==> src/rtl/core/mnst_pkg.sv <==
// Shared types and constants for the MIDI note sustain tracker.
package mnst_pkg;

   localparam int ACTION_W = 3;
   localparam int NOTE_W   = 7;
   localparam int CHAN_W   = 4;
   localparam int VEL_W    = 7;
   localparam int POS_W    = 64;
   localparam int CNT_W    = 12;

   typedef enum logic [ACTION_W-1:0] {
      ACT_NOTE_ON  = 3'd0,
      ACT_NOTE_OFF = 3'd1,
      ACT_PEDAL    = 3'd2,
      ACT_ALL_OFF  = 3'd3,
      ACT_QUERY    = 3'd4
   } action_type;

   typedef enum logic [1:0] {
      ST_IDLE,
      ST_SWEEP,
      ST_LOOK,
      ST_UPDATE
   } state_type;

   // One table entry; payload fields only mean something while active is set.
   typedef struct packed {
      logic             pending;
      logic             active;
      logic             present;
      logic [VEL_W-1:0] velocity;
      logic [POS_W-1:0] start;
   } entry_type;

   typedef struct packed {
      logic      wr_en;
      logic      cnt_up;
      logic      cnt_down;
      logic      key_active;
      entry_type wr_entry;
   } upd_type;

endpackage

==> src/rtl/core/mnst_update.sv <==
// Read-modify-write step for one addressed table entry.
module mnst_update (
   input  logic                            key_ok,
   input  logic [mnst_pkg::ACTION_W-1:0]   act,
   input  logic                            pedal_held,
   input  logic [mnst_pkg::VEL_W-1:0]      vel,
   input  logic [mnst_pkg::POS_W-1:0]      pos,
   input  mnst_pkg::entry_type             rd_entry,
   output mnst_pkg::upd_type               upd
);
   import mnst_pkg::*;

   entry_type nxt;

   always_comb begin
      nxt = rd_entry;
      upd = '0;
      case (act)
         ACT_NOTE_ON: begin
            if (key_ok) begin
               // pending is left alone: a later pedal release erases the note
               nxt.present  = 1'b1;
               nxt.active   = 1'b1;
               nxt.velocity = vel;
               nxt.start    = pos;
               upd.wr_en    = 1'b1;
               upd.cnt_up   = !rd_entry.active;
            end
         end
         ACT_NOTE_OFF: begin
            if (key_ok && rd_entry.present) begin
               upd.wr_en    = 1'b1;
               upd.cnt_down = rd_entry.active;
               nxt.active   = 1'b0;
               if (pedal_held) begin
                  nxt.pending = 1'b1;
               end else begin
                  nxt.pending = 1'b0;
                  nxt.present = 1'b0;
               end
            end
         end
         default: begin
         end
      endcase
      upd.wr_entry   = nxt;
      upd.key_active = key_ok && nxt.present && nxt.active;
   end

endmodule

==> config.mk <==
export PLATFORM = sky130hd
export DESIGN_NAME = mnst_update
export DESIGN_NICKNAME = d
export VERILOG_FILES = /design/src/rtl/core/mnst_pkg.sv /design/src/rtl/core/mnst_update.sv
export SDC_FILE = /design/constraint.sdc
export NUM_CORES = 1
export LEC_CHECK = 0
export ABC_AREA = 0
export BUFFER_PORTS_ARGS = -buffer_cell sky130_fd_sc_hd__buf_2
export CAP_MARGIN = 20
export CORE_AREA = 2 2 89 91
export DETAILED_ROUTE_END_ITERATION = 7
export DIE_AREA = 0 0 91 93
export SYNTH_ARGS = -nofsm -noshare
export SYNTH_HDL_FRONTEND = slang
export SYNTH_SLANG_ARGS = --single-unit
export TNS_END_PERCENT = 30
==> constraint.sdc <==
create_clock -name vclk -period 1.6
set_clock_uncertainty 0.1 [all_clocks]
set_input_delay 0.24 -clock vclk [all_inputs]
set_output_delay 0.24 -clock vclk [all_outputs]
set_load 0.005 [all_outputs]
; ---- Yosys cells after proc, flatten, opt, wreduce, memory -nomap -nowiden
; Index checks and enable logic that the tools add are counted.
[totals]
register_bits = 0
out_inout_bits = 78
[op_classes]
n_reduce_logical = 5
n_eq_ne = 1
n_mux = 13
[ops]
columns = operator, n
row1 = $mux 73, 1
row2 = $mux 71, 1
row3 = $mux 1, 7
row4 = $pmux 2 s2, 1
row5 = $eq 3x1->1 const B, 1
row6 = $logic_and 1x1->1, 3
row7 = $logic_not 3->1, 1
row8 = $mux 3, 1
row9 = $mux 2, 1
row10 = $pmux 1 s2, 1
row11 = $logic_not 1->1, 1

; ---- Depth between registers and ports, before layout
[logic_depth]
word_depth = 5
depth_mapped = 5
mapped_depth_nobuf = 3

; ---- Worst setup path before layout
; Ideal clock, no wire load.
[synth_timing]
kind = input to output
startpoint = input act[1] (netlist bit)
endpoint = output upd[64] (netlist bit)
t_arrival_ns = 1.299
cell_stages = 5
slack_ns = -0.039
path_buffers = 2
required_time_ns = 1.260
cell_sequence = nor3b_2 -> and2b_1 -> buf_6 -> buf_6 -> mux2_1
[synth_rtl]
columns = element, line_no
row1 = start: declaration, mnst_update.sv:4  ; input logic [mnst_pkg::ACTION_W-1:0] act,
row2 = end: declaration, mnst_update.sv:9  ; output mnst_pkg::upd_type upd

==> summary.log <==
[sta] time the worst path needs with I/O delays and setup 1820 ps
[sta] final clock period utilization by the worst path 114%
[logic_synthesis] share of the synthesized area in the top cell type 57.4%
[sta] slew margin rel. 90.1%
[sta] final count of negative-setup-slack endpoints 71
[sta] fin. max-slew vios 0
[floorplan] Die Wd 91 um
[route] routed wire length per instance 14.2 um
[logic_synthesis] share of synthesized area occupied by flip-flops and latches 0%
[outcome] violated checks setup timing
[critical_path] required time worst endpoint 1260 ps
[critical_path] delay of the slowest cell on the worst path 350 ps
[pwr] Sequential Power Share 0%
[pwr] power density over the cells 225 nW/um^2
[worst_hold_path] Hold/Removal Path Class in2out
[logic_synthesis] largest cells by area after synthesis sky130_fd_sc_hd__mux2_1 57%, sky130_fd_sc_hd__mux2_2 24%, sky130_fd_sc_hd__buf_8 6.0%
[finish] fraction of layout instances using a drive strength above 1 90.2%
[route] number of detailed-routing iterations run before antenna repair 3
[critical_path] signal arrival time at the worst endpoint 1480 ps
[critical_path] worst-path cell chain buf_8 -> nor3b_4 -> and2b_4 -> buf_4 -> buf_12 -> mux2_2 -> buf_2
[global_routing] most used routing layer met2
[placement] placed cell count 421
[global_routing] GRT Total Usage 9.73%
[global_routing] Global Route met1 Usage 11.5%
[route] number of nets with antenna violations after detailed routing 0
[route] detailed-route DRC error count 0
[global_routing] pin count of the biggest net entering global routing 41
[sta] maximum clock frequency 0.548 GHz
[route] Vias 1717
[finish] number of nets in the layout 480
[finish] clock buf count 0
[pwr] net load switching power 0.000198 W
[logic_synthesis] top cell type by total area after synthesis sky130_fd_sc_hd__mux2_1
[outcome] outcome finished with violations
[pwr] power share of the combinational group 100.0%
[critical_path] Max FO, Critical Path 10
[finish] Layout area overhead 170%
[critical_path] origin of the worst setup path act[2]
[worst_hold_path] hold wc startpoint rd_entry[28]
[floorplan] core area 7530 um^2
[sta] final worst-path setup slack -224 ps
[pwr] maximum ir drop on the vdd rail 0.0000679 V
[finish] area occupied by registers 0 um^2
[logic_synthesis] Post-Synthesis Cells 94
[sta] Min Hold Slack 653 ps
[critical_path] slowest cell on the critical path sky130_fd_sc_hd__mux2_2
[logic_synthesis] Avg Synthesized Cell Area 10.6 um^2
[critical_path] crit start category input port
[logic_synthesis] mapped cell area 1000 um^2
[sta] Final Hold Viols 0
[finish] Cell Count, Final, Fillers Out 430
[critical_path] class of the most critical setup path in2out
[worst_hold_path] endpoint of the worst hold path upd[28]
[route] drt first-iter violations 12
[job] number of maximum-capacitance violations 0
[global_routing] GR met2 Demand/Resource 19.1%
[pwr] Leakage 1.49 nW
[placement] DP HPWL 4390 um
[critical_path] crit path capture type output pin
[floorplan] vertical die dimension 93 um
[logic_synthesis] number of warnings printed during yosys synthesis 0
[finish] final core utilization 35.9%
[logic_synthesis] number of nets produced by synthesis 244
[global_routing] GR Overflow Total 0
[floorplan] initial core utilization 13.3%
[placement] IO Port Bufs 228
[placement] weighted congestion at the end of routability-driven global placement 0.687
[floorplan] die area 8460 um^2
[global_routing] first-pass GRT wire length 7120 um
[sta] transition time at the pin with the least slew margin 148 ps
[finish] filler instances 796
[route] Detailed Route WL 6100 um
[pwr] Internal Power 0.000410 W
[global_routing] vias in the first global route 1594
[sta] setup repair after global routing missed its margin true
[floorplan] io pins 228
[finish] total inserted antenna cells 0
[pwr] net switching share of the total power 32.6%
[finish] number of flip-flops and latches 0
[logic_synthesis] Unique masters post-synth 17
[global_routing] initial antenna violation count 0
[global_routing] met3 routing resource usage after global routing 1.53%
[route] number of vias per cell 3.99
[worst_hold_path] worst hold path stage count 3
[pwr] Clk network pwr share 0%
[floorplan] floorplan row count 32
==> per-stage QoR <==
| stage | power [W] | setup TNS (ps) | worst slack [ps] | instance area (um^2) |
|---|---|---|---|---|
| global placement | 0.000465 | -14380 | -260 | 2250 |
| floorplan | 0.000165 | -537 | -14.9 | 1010 |
| global route | 0.000656 | -19330 | -305 | 2700 |
| detailed placement | 0.000470 | -15590 | -276 | 2250 |
| finish | 0.000608 | -13300 | -224 | 2700 |
| CTS | 0.000481 | -13400 | -245 | 2270 |
==> cells in the mapped netlist, drive strengths merged <==
library cell  instances
nand3                 1
inv                   1
a21o                  2
nor3b                 1
mux2                 72
nor2                  1
a21boi                1
and2                  1
or3                   1
nand2                 1
nand2b                2
buf                   8
o211ai                1
and2b                 1
==> power groups by stage <==
stage	logic [W]	registers [W]	clock network, W
2_1_floorplan	0.000165	0	0
3_3_place_gp	0.000465	0	0
3_5_place_dp	0.000470	0	0
4_1_cts	0.000481	0	0
5_1_grt	0.000656	0	0
6_report	0.000608	0	0
==> logic make-up after synthesis <==
group | synth area share (%)
simple gates | 5.76
compound gates | 3.00
buf+inv | 10.1
mux | 81.1
==> per-layer routing <==
layer | vias to the layer above | share of wire, %
met3 | 4 | 8.4
met5 | - | 0
li1 | 832 | -
met2 | 116 | 52
met1 | 765 | 39
met4 | 0 | 0.69
==> worst max-delay path by stage <==
stage,cells after the start,slack (ps),end
finish,7,-220,upd[29]
global route,7,-300,upd[27]
CTS,6,-250,upd[29]
detailed placement,6,-280,upd[29]
global placement,6,-260,upd[3]
floorplan,5,-10,upd[64]
==> final cells by class <==
cell class	instances	area (um^2)	area share, %
timing repair buffer	242	1540	57.0
tap	102	128	4.72
inverter	1	3.75	0.139
multi-input combinational	85	1030	38.2
==> worst max-delay path: cells and delay by family <==
| family | cells | cell delay, ps |
|---|---|---|
| mux | 1 | 350 |
| simple gates | 2 | 370 |
| buf+inv | 4 | 520 |
==> cell usage in the layout, fill, tap and decap left out, drive strengths merged <==
cell    netlist  layout
buf           8     238
and2          1       1
a21boi        1       1
nand2b        2       2
nor2          1       1
a21o          2       2
nand3         1       1
inv           1       1
and2b         1       1
nor3b         1       1
nand2         1       1
mux2         72      72
or3           1       1
clkbuf        0       4
o211ai        1       1
==> repair_timing <==
action | in CTS | in global routing
setup buffers | 0 | 2
gates cloned | 0 | 7
pin swaps | 0 | 1
setup endpoints to repair | 72 | 74
hold buffers | 0 | 0
gates resized for setup | 7 | 58
Note: power is estimated with default switching activity, not from simulation.
