--- src/rtl/core/mnst_ram.sv ---
// Generic simple dual-port RAM, one write port, one registered read port.
module mnst_ram #(
   parameter int WIDTH = 8,
   parameter int DEPTH = 16
) (
   input  logic                                  clock,
   input  logic                                  wr_en,
   input  logic [((DEPTH > 1) ? $clog2(DEPTH) : 1)-1:0] wr_addr,
   input  logic [WIDTH-1:0]                      wr_data,
   input  logic [((DEPTH > 1) ? $clog2(DEPTH) : 1)-1:0] rd_addr,
   output logic [WIDTH-1:0]                      rd_data
);

   logic [WIDTH-1:0] mem [DEPTH];
   logic [WIDTH-1:0] rd_data_ff;

   always_ff @(posedge clock) begin
      if (wr_en) begin
         mem[wr_addr] <= wr_data;
      end
      rd_data_ff <= mem[rd_addr];
   end

   assign rd_data = rd_data_ff;

endmodule

--- config.mk ---
export PLATFORM = sky130hd
export DESIGN_NAME = mnst_ram
export DESIGN_NICKNAME = d
export VERILOG_FILES = /design/src/rtl/core/mnst_ram.sv
export SDC_FILE = /design/constraint.sdc
export NUM_CORES = 1
export LEC_CHECK = 0
export BUFFER_PORTS_ARGS = -buffer_cell sky130_fd_sc_hd__buf_2
export CAP_MARGIN = 25
export CORE_ASPECT_RATIO = 0.5
export CORE_MARGIN = 2
export CORE_UTILIZATION = 40
export CTS_BUF_LIST = sky130_fd_sc_hd__clkbuf_8
export DETAILED_ROUTE_END_ITERATION = 8
export SLEW_MARGIN = 20
export SYNTH_ARGS = -nofsm -noshare
export SYNTH_HDL_FRONTEND = slang
export SYNTH_SLANG_ARGS = --single-unit
--- constraint.sdc ---
create_clock -name clock -period 1.85 [get_ports clock]
set_input_delay 0.2775 -clock clock [delete_from_list [all_inputs] [get_ports clock]]
set_output_delay 0.2775 -clock clock [all_outputs]
set_load 0.05 [all_outputs]
; After elaboration in Yosys (flattened, before gate mapping)
; Memories as Yosys holds them, arrays and structs flattened. A register that Yosys moved wholly into a read port is not among the register bits.
; Index checks and enable logic that the tools add are counted.
[word_totals]
register_bits = 0
latch_bits = 0
ram_bits = 128
rom_bits = 0
inputBits = 18
elab_cells = 3
memories = 1
[memory_table]
columns = name, words, word_bits, rd, rd_clocked_by_memory_dff, write_ports, line_no
row1 = mem, 16, 8, 1, 1, 1, 14  ; logic [WIDTH-1:0] mem [DEPTH];
[op_classes]
addsub = 0
multipliers = 0
div = 0
n_lt_le_gt_ge = 0
eq_ne = 0
shift = 0
n_mux = 2
bitwise_logic = 0
reduce_logical = 0
[op_table]
columns = cell, count
row1 = two-way mux 1 bit, 2

; Longest topological paths before layout
; Gate-level depths: netlist of run 1.
[logic_depth]
ltp_word = 2
mapped_depth = 5

; Worst setup path before layout of run 1
; Ideal clock, no wire load.
[synth_timing]
path_type = input to register
startpoint = input port wr_addr[2] in the netlist's numbering
endpoint = memory mem[0][0] (enable)
setup_ns = 0.383
arrival_ns = 1.387
slack_ns = 0.080
cell_stages = 2
cell_sequence = or3b_2 > nor3_1
[synth_rtl]
columns = element, line_no
row1 = from (decl), 8  ; input logic [((DEPTH > 1) ? $clog2(DEPTH) : 1)-1:0] wr_addr,
row2 = to (decl), 14
; Straight into the memory's write port.

==> run summary, run 1 <==
The flow ran to the end, and the final reports show no timing, DRC or antenna violations. The overall global routing resource usage came out at 15.6%. The clock reaches the later pin of the worst-skew pair after 0.42 ns.

The total number of H-tree levels is 4. The number of antenna violations at the first check in global routing came to 0. Cell internal power was estimated by the tool at 4.96 mW. Setup violations remaining at the end of the flow were counted as 0. Static timing analysis puts the maximum clock frequency at 714 MHz. The number of diodes came out at 0.

The total overflow left after global routing is 0. Compared with the post-synthesis result, the final layout area differs by 16.4%. The worst setup skew after layout is 0.0117 ns. The number of nets in the synthesized netlist is 247. The standard-cell row count is 29. The setup TNS came out at 0 ns. The proportion of synthesized flip-flops having asynchronous set or reset came out at 0%. The final routed DRC violation total is 0.

The tree is rooted in a sky130_fd_sc_hd__clkbuf_8. The starting density of the core is 40.8%. The flip-flop and latch count after synthesis is 136. The count of antenna-violating nets left after detailed routing is 0.

The clock network is responsible for 38.4% of the overall power. For hold timing, the worst endpoint is mem[1][5]. The total of max-cap violations came out at 0. The total area inside the core boundary comes to 12600 um^2. The placer's final routability congestion estimate is 0.741. The worst register-to-register path has a setup slack of 0.45 ns.

The final-report hold violation count is 0. The footprint of the multi-input gates came out at 1060 um^2. The post-synthesis average cell area came out at 22.5 um^2. The count of TritonRoute iterations in the first routing pass came out at 4. By area the synthesized netlist is led by sky130_fd_sc_hd__edfxtp_1 75%, sky130_fd_sc_hd__mux4_2 7.9%, sky130_fd_sc_hd__mux4_1 7.1%, sky130_fd_sc_hd__dfxtp_1 3.1%, sky130_fd_sc_hd__a22oi_1 2.3%. The number of cells traversed by the worst register-to-register path came out at 3. The actual slew at the worst max-slew pin is 0.425 ns. The commonest register cell after synthesis is sky130_fd_sc_hd__edfxtp_1. The final cell count without fillers is 467.

The first global-routing pass estimated 15000 um of wire. The number of buffers inserted for hold repair after clock tree synthesis is 0. The worst path arrival time came out at 1.71 ns. STA puts the critical path data required time at 2.16 ns.

The critical path in this run is classified as flip-flop to flip-flop. The detailed router finished its first iteration with 191 violations. After clock tree synthesis, the repair step resized 0 gates. The number of instances in the synthesized netlist came out at 229. Sorting the synthesized cells by how often they occur yields 128 x sky130_fd_sc_hd__edfxtp_1, 18 x sky130_fd_sc_hd__mux4_2, 16 x sky130_fd_sc_hd__a22oi_1, 14 x sky130_fd_sc_hd__mux4_1, 13 x sky130_fd_sc_hd__nor2_1. STA classifies the critical path startpoint as a flip-flop.

For this design the top-level I/O count stands at 26. The area of the die came out at 13800 um^2. The total vias in the final route came out at 2395. The die is 84.2 um tall.

The final critical-path share of the clock period is 75.7%. The layout has 1037 filler cells. The sequential cell fraction of total power is 55.3%. The total routed wirelength is 9750 um. The top-area cell type share of the netlist area came out at 74.7%.

STA classifies the critical path endpoint as a flip-flop. The endpoint identified for the worst register-to-register timing path is rd_data[3]. The min-delay analysis places its worst path in the category input port to flip-flop.

The switching power summed over all nets came out at 1.30 mW. The leakage power came out at 2.04 nW. In this run, distinct cell masters in the synthesized netlist total 19. The worst path needs 1.40 ns of the cycle, external delays included. The number of nets in the layout is 302. During synthesis, Yosys emitted a total of 0 warnings. The combinational power share is 6.3%. The clock transition at the registers of the reported paths is 0.08 ns. After detailed routing, the average wire length per cell comes to 20.9 um.

CTS saw 136 sinks. The HPWL reported at the end of detailed placement came out at 6220 um. Setup repair after global routing left no endpoint under its margin. The number of clock buffers inserted by TritonCTS is 17. The worst IR drop on VDD is 0.450 mV. TritonCTS built the clock tree. The number of enable flip-flop cells after synthesis came out at 128.

For this design the ratio of total power to cell area is 1050 nW/um^2. The flip-flop and latch area is 4000 um^2. The post-synthesis cell type with the largest combined area is sky130_fd_sc_hd__edfxtp_1. The number of global-route vias before repair is 2534. The number of cells after detailed placement is 435. The netlist area before placement came out at 5150 um^2. The routed via count divided by cell count came out at 5.13. The share of the Yosys chip area taken by registers is 77.8%.

The final cell utilization of the core is 47.5%. The clock tree buffer depth came out at 2. The worst pin sits at a relative slew slack of 71.7%. In this run the critical register-to-register path is launched from mem[1][3]. The final count of pins violating max slew is 0. The cell depth of the worst hold path came out at 1. The fraction of power spent switching nets is 20.8%. The post-CTS setup buffer count is 0.

In the post-synthesis netlist, the cell with the most instances is sky130_fd_sc_hd__edfxtp_1. In this run the most critical hold path is launched from wr_data[5]. The count of input and output buffers came out at 25. The maximum number of pins on one net before global-route repair is 33. The floorplan step set the die width to 164 um.

The biggest fanout along the worst timing path came out at 1. Cells with a size suffix above 1 make up 31.3% of the layout.
## worst max-delay path, cell delays in order (launching register included)
cell,delay (ns)
sky130_fd_sc_hd__edfxtp_1,0.36
sky130_fd_sc_hd__mux4_1,0.50
sky130_fd_sc_hd__a22oi_1,0.34
sky130_fd_sc_hd__nand2_1,0.09
## layer usage
layer	vias to the layer above	GRT usage [%]	share of wire, %
met5	-	0	0
met4	0	4.98	1.2
met3	8	5.48	4.3
met2	50	23.2	47
met1	1255	21.8	48
li1	1082	-	-
## logic make-up (layout without fill, tap and decap cells)
logic type | Yosys count | in the layout | synth area share [%]
flip-flops | 136 | 136 | 77.8
AND/OR/NAND/NOR | 35 | 35 | 3.18
multiplexers | 32 | 32 | 15.0
AO/OA/AOI/OAI | 16 | 16 | 2.33
buffers and inverters | 10 | 78 | 1.68
## state kept, by name (all words and copies together), names as in the netlist
register and flops:
rd_data 8, mem 128
## through the flow
step	total power, mW	setup WS [ns]	instance area, um^2	hold slack [ns]
floorplan	3.77	0.0796	5150	0.376
global placement	3.92	0.120	5590	0.652
detailed placement	3.93	0.133	5590	0.661
CTS	6.31	0.461	5990	0.217
global route	6.46	0.362	5990	0.225
finish	6.26	0.450	5990	0.232
## final cells by class
type / count / share of cell area, %
clock inverter: 13 / 2.30
multi-input combinational: 83 / 17.6
sequential: 136 / 66.8
tap: 170 / 3.55
clock buffer: 19 / 4.36
timing repair buffer: 46 / 5.34
## layout by cell type, fill, tap and decap left out, types with 2 or more instances in the layout
master                      instances
sky130_fd_sc_hd__nor3_1             4
sky130_fd_sc_hd__nand2b_1           2
sky130_fd_sc_hd__mux4_1            14
sky130_fd_sc_hd__clkbuf_8          19
sky130_fd_sc_hd__bufinv_16          3
sky130_fd_sc_hd__inv_1              4
sky130_fd_sc_hd__buf_4             18
sky130_fd_sc_hd__edfxtp_1         128
sky130_fd_sc_hd__clkinv_2           5
sky130_fd_sc_hd__a22oi_1           16
sky130_fd_sc_hd__nand2_1            9
sky130_fd_sc_hd__mux4_2            18
sky130_fd_sc_hd__nor2_1            13
sky130_fd_sc_hd__nand3b_1           2
sky130_fd_sc_hd__buf_12             3
sky130_fd_sc_hd__buf_2             25
sky130_fd_sc_hd__dfxtp_1            8
## power groups by stage
| stage | combinational (mW) | clock (mW) | sequential [mW] |
|---|---|---|---|
| after global routing | 0.424 | 2.57 | 3.47 |
| final | 0.394 | 2.41 | 3.46 |
| after CTS | 0.401 | 2.45 | 3.46 |
| after floorplan | 0.175 | 0 | 3.60 |
| after global placement | 0.394 | 0 | 3.53 |
| after detailed placement | 0.400 | 0 | 3.53 |
## how the worst max path moves through the flow
stage,start,slack [ns],cells past startpoint,end
final,mem[1][3],0.45,3,rd_data[3]
after global routing,mem[1][3],0.36,3,rd_data[3]
after CTS,rd_data[7],0.46,1,rd_data[7]
after detailed placement,rd_addr[0],0.13,5,rd_data[2]
after global placement,rd_addr[0],0.12,5,rd_data[2]
after floorplan,wr_addr[2],0.08,2,mem[0][0]
Power figures use the tool's default switching activity.
==> inputs of run 2 (changes only) <==
Settings changed: ABC_AREA from default to 1.
Clock period 1.85 ns to 1.3 ns, I/O delays scaled along.
==> run summary, run 2 <==
The flow ran to the end, and the final reports show no timing, DRC or antenna violations. The library cells used most frequently in the layout, excluding fill and tap cells, are 173 x sky130_fd_sc_hd__nand2_1, 128 x sky130_fd_sc_hd__edfxtp_1, 100 x sky130_fd_sc_hd__inv_1, 97 x sky130_fd_sc_hd__nand3_1, 29 x sky130_fd_sc_hd__buf_4. The count of final setup violators came out at 0 (unchanged).

Relative to the synthesized area, the layout overhead comes to 15.9%. The final count of pins violating max slew is 0 (unchanged). The final-report hold violation count came to 0 (unchanged). The buffers plus inverters on the worst setup path came to 1 (+1).

The starting density of the core is 41.7% (+0.98 points). The total routed wirelength was 12500 um (+28%). The number of primary I/O pins came to 26 (unchanged).

The sequential fraction of the synthesis area came out at 69.4% (-8.4 points). The maximum number of pins on one net before global-route repair came out at 65 (+97%). The number of enable flip-flop cells after synthesis was 128 (unchanged). The cell family contributing the most delay on the critical path is flip-flops. TritonCTS built the clock tree. The first-pass GRT wire length came to 19700 um (+32%).

The number of instances in the synthesized netlist came out at 551 (+140%). The number of warnings reported in the yosys synthesis log is 0 (unchanged). The netlist area before placement came to 5770 um^2 (+12%). The final critical delay including setup and external delays came out at 1.26 ns. The post-detailed-route wirelength per cell is 15.4 um (-26%). The number of diodes came to 0 (unchanged). The core outline area came out at 13800 um^2 (+9.4%). The total number of clock tree sinks is 136 (unchanged).

The die width came out at 174 um (+5.7%). In the finished design, the share of the clock period the worst path needs comes to 96.5%. The final worst setup slack came out at 0.0449 ns (-0.405 ns). The share of post-route cells with drive strength above 1 is 14.9% (-16 points). The number of global-route vias before repair is 3578 (+41%). The standard-cell row count is 30 (+3.4%). In this run the clock root is driven by a sky130_fd_sc_hd__clkbuf_8. The critical path data required time is 1.11 ns (-1.05 ns). The worst setup path is of the flip-flop to primary output kind. The count of antenna-violating nets left after detailed routing is 0 (unchanged). The power density of the placed cells came to 1350 nW/um^2 (+29%). The worst setup skew after layout is 0.00898 ns (-0.00275 ns). The number of flip-flops in the largest register is 128 (unchanged). The total number of cells along the worst setup path is 1 (-2). The number of nets in the synthesized netlist came out at 569 (+130%). The setup TNS came out at 0 ns (unchanged).

The commonest cells after synthesis are 173 x sky130_fd_sc_hd__nand2_1, 128 x sky130_fd_sc_hd__edfxtp_1, 100 x sky130_fd_sc_hd__inv_1, 97 x sky130_fd_sc_hd__nand3_1, 17 x sky130_fd_sc_hd__nor2_1. The actual slew at the worst max-slew pin is 0.366 ns (-0.0591 ns). The cell depth of the worst hold path came out at 1 (unchanged).

The most frequent standard cell in the layout excluding fill and tap cells is sky130_fd_sc_hd__nand2_1. In this run the worst setup path terminates at rd_data[0]. The top-area cell type share of the netlist area is 66.7% (-8.0 points). The total non-filler cell area in the finished layout is 6680 um^2 (+12%).

The top achievable clock speed came out at 797 MHz. The number of clock buffers inserted by TritonCTS is 17 (unchanged). Setup repair after global routing left no endpoint under its margin. The number of cells after detailed placement is 777 (+79%).

The HPWL reported at the end of detailed placement is 8110 um (+30%). The count of input and output buffers came out at 25 (unchanged). The clock transition at the registers of the reported paths was 0.08 ns (about the same). The worst reg-to-reg setup slack came out at 0.37 ns (-0.08 ns). After synthesis, the cell types taking the most area are sky130_fd_sc_hd__edfxtp_1 67%, sky130_fd_sc_hd__nand2_1 11%, sky130_fd_sc_hd__nand3_1 8.4%, sky130_fd_sc_hd__inv_1 6.5%, sky130_fd_sc_hd__dfxtp_1 2.8%. The sum of overflow across all layers after global routing is 0 (unchanged).

The number of unique standard cell types used by synthesis came out at 12 (-7). The worst setup path is captured at a primary output. The commonest register cell after synthesis is sky130_fd_sc_hd__edfxtp_1. The clock tree buffer depth came to 2 (unchanged). The number of antenna violations at the first check in global routing came out at 0 (unchanged). The reg-to-reg critical path endpoint is rd_data[7]. The number of cells traversed by the worst register-to-register path is 6 (+3). The total vias in the final route is 3746 (+56%).

The number of nets in the layout is 622 (+110%). The critical path starts at rd_data[0]. The final routed DRC violation total is 0 (unchanged). On the critical path, the stage with the largest delay is an instance of sky130_fd_sc_hd__dfxtp_1. The post-CTS setup buffer count came out at 0 (unchanged). The biggest fanout along the worst timing path is 1 (unchanged).

The placed standard-cell area came to 6290 um^2 (+12%). The total of max-cap violations is 0 (unchanged). The worst-case setup slack after placement came out at 0.0979 ns (-0.0355 ns).

The post-synthesis average cell area is 10.5 um^2 (-53%). The area of the die is 15500 um^2 (+12%). The worst IR drop on VDD was 0.546 mV (+21%). Walking the worst path, the cells encountered are clkbuf_4.

The total number of H-tree levels is 4 (unchanged). The startpoint identified for the worst register-to-register timing path is mem[5][7]. The flip-flop and latch count after synthesis is 136 (unchanged). The worst path arrival time is 1.06 ns (-0.65 ns). The overall global routing resource usage is 17.5% (+1.9 points). The overall die height came out at 88.9 um (+5.6%). The latest clock arrival within the worst-skew pair is 0.43 ns (about the same). The count of TritonRoute iterations in the first routing pass is 4 (unchanged). The type of the tightest min-delay check is input port to flip-flop. The worst setup path is launched from a flip-flop.

The largest register by flop count is mem. The placer's final routability congestion estimate came out at 0.804 (+8.5%). The number of buffers inserted for hold repair after clock tree synthesis was 0 (unchanged). The normalized max-slew margin was 75.6% (+3.9 points). The post-synthesis cell type with the largest combined area is sky130_fd_sc_hd__edfxtp_1. By instance count, the leading cell after synthesis is sky130_fd_sc_hd__nand2_1. The largest stage delay on the critical path is 0.38 ns (-0.12 ns). The iteration-0 DRC count of the detailed router came out at 296 (+55%). The proportion of synthesized flip-flops having asynchronous set or reset came out at 0% (unchanged). The final cell count without fillers came to 809 (+73%). The routed via count divided by cell count came out at 4.63 (-9.7%). The leakage power is 2.90 nW (+42%).
-- run 2: cell count changes in the layout (fill, tap and decap cells not counted), moves of 5 or more --
cell                       delta
sky130_fd_sc_hd__clkinv_2     -5
sky130_fd_sc_hd__inv_1       +96
sky130_fd_sc_hd__nand2_1    +164
sky130_fd_sc_hd__inv_6        +6
sky130_fd_sc_hd__a22oi_1     -16
sky130_fd_sc_hd__mux4_2      -18
sky130_fd_sc_hd__mux4_1      -14
sky130_fd_sc_hd__buf_4       +11
sky130_fd_sc_hd__nand3_1     +96
-- run 2: final cells by class --
type / count / area [um^2]
Sequential cell: 136 / 4000
Clock buffer: 18 / 248
Multi-Input combinational cell: 289 / 1210
Clock inverter: 14 / 138
Inverter: 102 / 383
Tap cell: 192 / 240
Timing Repair Buffer: 58 / 458
Fill cell: 1281 / 7130
-- run 2: cell families (layout without fill, tap and decap cells) --
family                 Yosys count  in the layout  share of synthesized area [%]
AND/OR/NAND/NOR                289            289                           21.0
flip-flops                     136            136                           69.4
buffers and inverters          126            192                           9.52
-- run 2: worst min-delay path by stage --
stage / to / slack (ns) / startpoint
6_report: mem[6][1] / 0.15 / wr_data[1]
5_1_grt: mem[4][3] / 0.14 / wr_data[3]
4_1_cts: mem[5][3] / 0.13 / wr_data[3]
3_5_place_dp: mem[4][6] / 0.61 / wr_data[6]
3_3_place_gp: mem[4][6] / 0.61 / wr_data[6]
2_1_floorplan: mem[0][0] / 0.29 / wr_data[0]
-- run 2: through the flow --
| stage | hold slack [ns] | utilization [%] | total power, mW |
|---|---|---|---|
| detailed placement | 0.611 | 45.5 | 5.75 |
| global route | 0.141 | 48.4 | 9.34 |
| finish | 0.148 | 48.4 | 8.99 |
| floorplan | 0.294 | - | 5.46 |
| global placement | 0.608 | 45.5 | 5.74 |
| CTS | 0.133 | 48.4 | 9.07 |
-- run 2: power breakdown --
| group | internal [mW] | leakage [nW] | total (mW) | switching [mW] |
|---|---|---|---|---|
| clock | 1.60 | 0.180 | 3.35 | 1.74 |
| sequential | 4.89 | 1.22 | 4.93 | 0.0345 |
| combinational | 0.219 | 1.49 | 0.717 | 0.498 |
-- run 2: routing by layer --
layer  part of all wire [%]  track usage [%]  vias to the layer above
li1                       -                -                     1881
met1                     48             24.2                     1759
met2                     44             27.2                       90
met3                    6.3             4.04                       16
met4                    2.1             6.88                        0
met5                      0                0                        -
-- run 2: what timing repair did --
item | CTS | global route
gates resized for setup | 2 | 2
pin swaps | 0 | 0
setup endpoints to repair | 2 | 2
==> inputs of run 3 (changes only) <==
Settings changed: PLACE_DENSITY from default to 0.58, SLEW_MARGIN 20 to 0.
Clock period 1.3 ns to 1.56 ns, I/O delays scaled along.
==> run summary, run 3 (synthesis gave the netlist of run 2 again) <==
The largest stage delay on the critical path came to 0.37 ns (about the same). The number of inserted filler cells in the final layout came out at 1277 (-0.31%). The number of clock buffers inserted by TritonCTS came out at 17 (unchanged). The area growth from synthesis to layout is 13.6%. The total number of H-tree levels came out at 4 (unchanged).

The count of TritonRoute iterations in the first routing pass was 5 (+1). The sum of overflow across all layers after global routing came to 0 (unchanged). The area of the die came to 15500 um^2 (unchanged).

On the critical path, the stage with the largest delay is an instance of sky130_fd_sc_hd__dfxtp_1. The maximum number of pins on one net before global-route repair is 49 (-25%). The iteration-0 DRC count of the detailed router is 357 (+21%). In this run the critical register-to-register path is launched from mem[1][2].

The post-detailed-route wirelength per cell is 16.4 um (+6.3%). The clock transition at the registers of the reported paths came out at 0.08 ns (about the same). The startpoint class of the critical path is a flip-flop. The final-report hold violation count is 0 (unchanged). The actual slew at the worst max-slew pin is 0.434 ns (+0.0681 ns). The HPWL reported at the end of detailed placement is 8290 um (+2.2%). The post-CTS setup buffer count came out at 0 (unchanged). The library cells used most frequently in the layout, excluding fill and tap cells, are 173 x sky130_fd_sc_hd__nand2_1, 128 x sky130_fd_sc_hd__edfxtp_1, 103 x sky130_fd_sc_hd__inv_1, 97 x sky130_fd_sc_hd__nand3_1, 25 x sky130_fd_sc_hd__buf_2. The normalized max-slew margin came out at 71.1% (-4.5 points). The total routed wirelength is 13200 um (+5.3%). The number of global-route vias before repair is 3593 (+0.42%).

The leakage power is 2.85 nW (-1.6%). The number of primary I/O pins came to 26 (unchanged). The combinational power share came to 8.3% (+0.3 points).

The buffers plus inverters on the worst setup path came out at 1 (unchanged). The routed via count divided by cell count was 4.75 (+2.6%). Grouping stages by cell kind, the critical path spends the most delay in flip-flops. CTS placed an instance of sky130_fd_sc_hd__clkbuf_8 at the clock tree root. The number of diodes is 0 (unchanged). The final routed DRC violation total came out at 0 (unchanged). The clock tree buffer depth is 2 (unchanged). The placer's final routability congestion estimate was 0.825 (+2.6%).

The switching power summed over all nets came to 1.81 mW (-21%). The critical path start-end classification is flip-flop to primary output. The number of nets in the layout is 614 (-1.3%). The number of antenna violations at the first check in global routing came out at 0 (unchanged). The count of antenna-violating nets left after detailed routing came out at 0 (unchanged). The sequential cell fraction of total power is 56.3% (+1.5 points). The most frequent standard cell in the layout excluding fill and tap cells is sky130_fd_sc_hd__nand2_1. The critical path data required time came out at 1.33 ns (+0.22 ns).

In this run the worst hold path is classified as input port to flip-flop. The total vias in the final route came out at 3805 (+1.6%). The final count of pins violating max slew is 0 (unchanged). The count of input and output buffers is 25 (unchanged). The standard-cell row count came to 30 (unchanged). The overall global routing resource usage is 17.9% (+0.46 points). The core outline area was 13800 um^2 (unchanged). The final critical delay including setup and external delays came out at 1.34 ns. The final critical-path share of the clock period is 85.8%. The die width was 174 um (unchanged). The first-pass GRT wire length is 20300 um (+2.8%). The signal on the critical path passes through buf_2. The total of max-cap violations came to 0 (unchanged).

The fraction of power spent switching nets came to 24.8% (-0.49 points). The share of post-route cells with drive strength above 1 came out at 13.1% (-1.8 points). The number of flip-flops in the largest register is 128 (unchanged). The setup TNS is 0 ns (unchanged). The worst path arrival time came to 1.10 ns (+0.04 ns). The power density of the placed cells was 1110 nW/um^2 (-17%). The fraction of power consumed by the clock network was 35.4% (-1.8 points). The critical path starts at rd_data[1]. The worst IR drop on VDD is 0.351 mV (-36%).

Setup repair after global routing left no endpoint under its margin. The number of buffers inserted for hold repair after clock tree synthesis is 0 (unchanged). The critical path endpoint category is a primary output. The tightest hold margin came out at 0.155 ns (+0.00661 ns). More flip-flops sit in one register than any other, and that register is mem. The total number of clock tree sinks is 136 (unchanged). The latest clock arrival within the worst-skew pair is 0.44 ns (about the same). The overall die height came out at 88.9 um (unchanged). The worst setup skew after layout is 0.0137 ns (+0.00468 ns). The starting density of the core came out at 41.7% (unchanged). TritonCTS built the clock tree. The internal cell power is 5.47 mW (-18%).

The startpoint of the most critical hold path is rd_addr[3]. The count of instances resized after the clock tree is built is 0 (-2). The count of final setup violators is 0 (unchanged).

The top achievable clock speed is 747 MHz. The flow ran to the end, and the final reports show no timing, DRC or antenna violations. The biggest fanout along the worst timing path came to 1 (unchanged).
run 3: area by class of cell:
class                           count  area, um^2  area share, %
Sequential cell                   136        4000           61.1
Multi-Input combinational cell    289        1210           18.5
Tap cell                          192         240           3.67
Timing Repair Buffer               50         363           5.54
Clock buffer                       17         234           3.57
Inverter                          102         383           5.84
Clock inverter                     15         115           1.76
run 3: per-layer routing:
metal	vias up	global-route usage [%]	share of wire (%)
li1	1861	-	-
met1	1814	26.2	51
met2	117	26.9	42
met3	13	3.78	5.7
met4	0	6.19	1.3
met5	-	0	0
run 3: final timing paths:
kind	depth (start not counted)	endpoint	slack (ns)
worst max register to register	6	rd_data[2]	0.51
worst min-delay path	3	rd_data[1]	0.15
worst min register to register	6	rd_data[1]	0.66
worst max-delay path	1	rd_data[1]	0.22
run 3: power groups by stage:
stage	registers [mW]	logic, mW	clock network [mW]
4_1_cts	4.10	0.604	2.61
2_1_floorplan	4.26	0.288	0
5_1_grt	4.11	0.658	2.76
3_3_place_gp	4.19	0.600	0
6_report	4.10	0.603	2.58
3_5_place_dp	4.19	0.601	0
run 3: per-stage QoR:
step / utilization (%) / setup WS [ns] / total power, mW / area (um^2) / std cells
2_1_floorplan: - / 0.375 / 4.55 / 5770 / 551
5_1_grt: 47.4 / 0.185 / 7.52 / 6550 / 801
3_5_place_dp: 44.9 / 0.250 / 4.79 / 6200 / 769
6_report: 47.4 / 0.222 / 7.28 / 6550 / 801
4_1_cts: 47.4 / 0.205 / 7.32 / 6550 / 801
3_3_place_gp: 44.9 / 0.261 / 4.79 / 6200 / 769
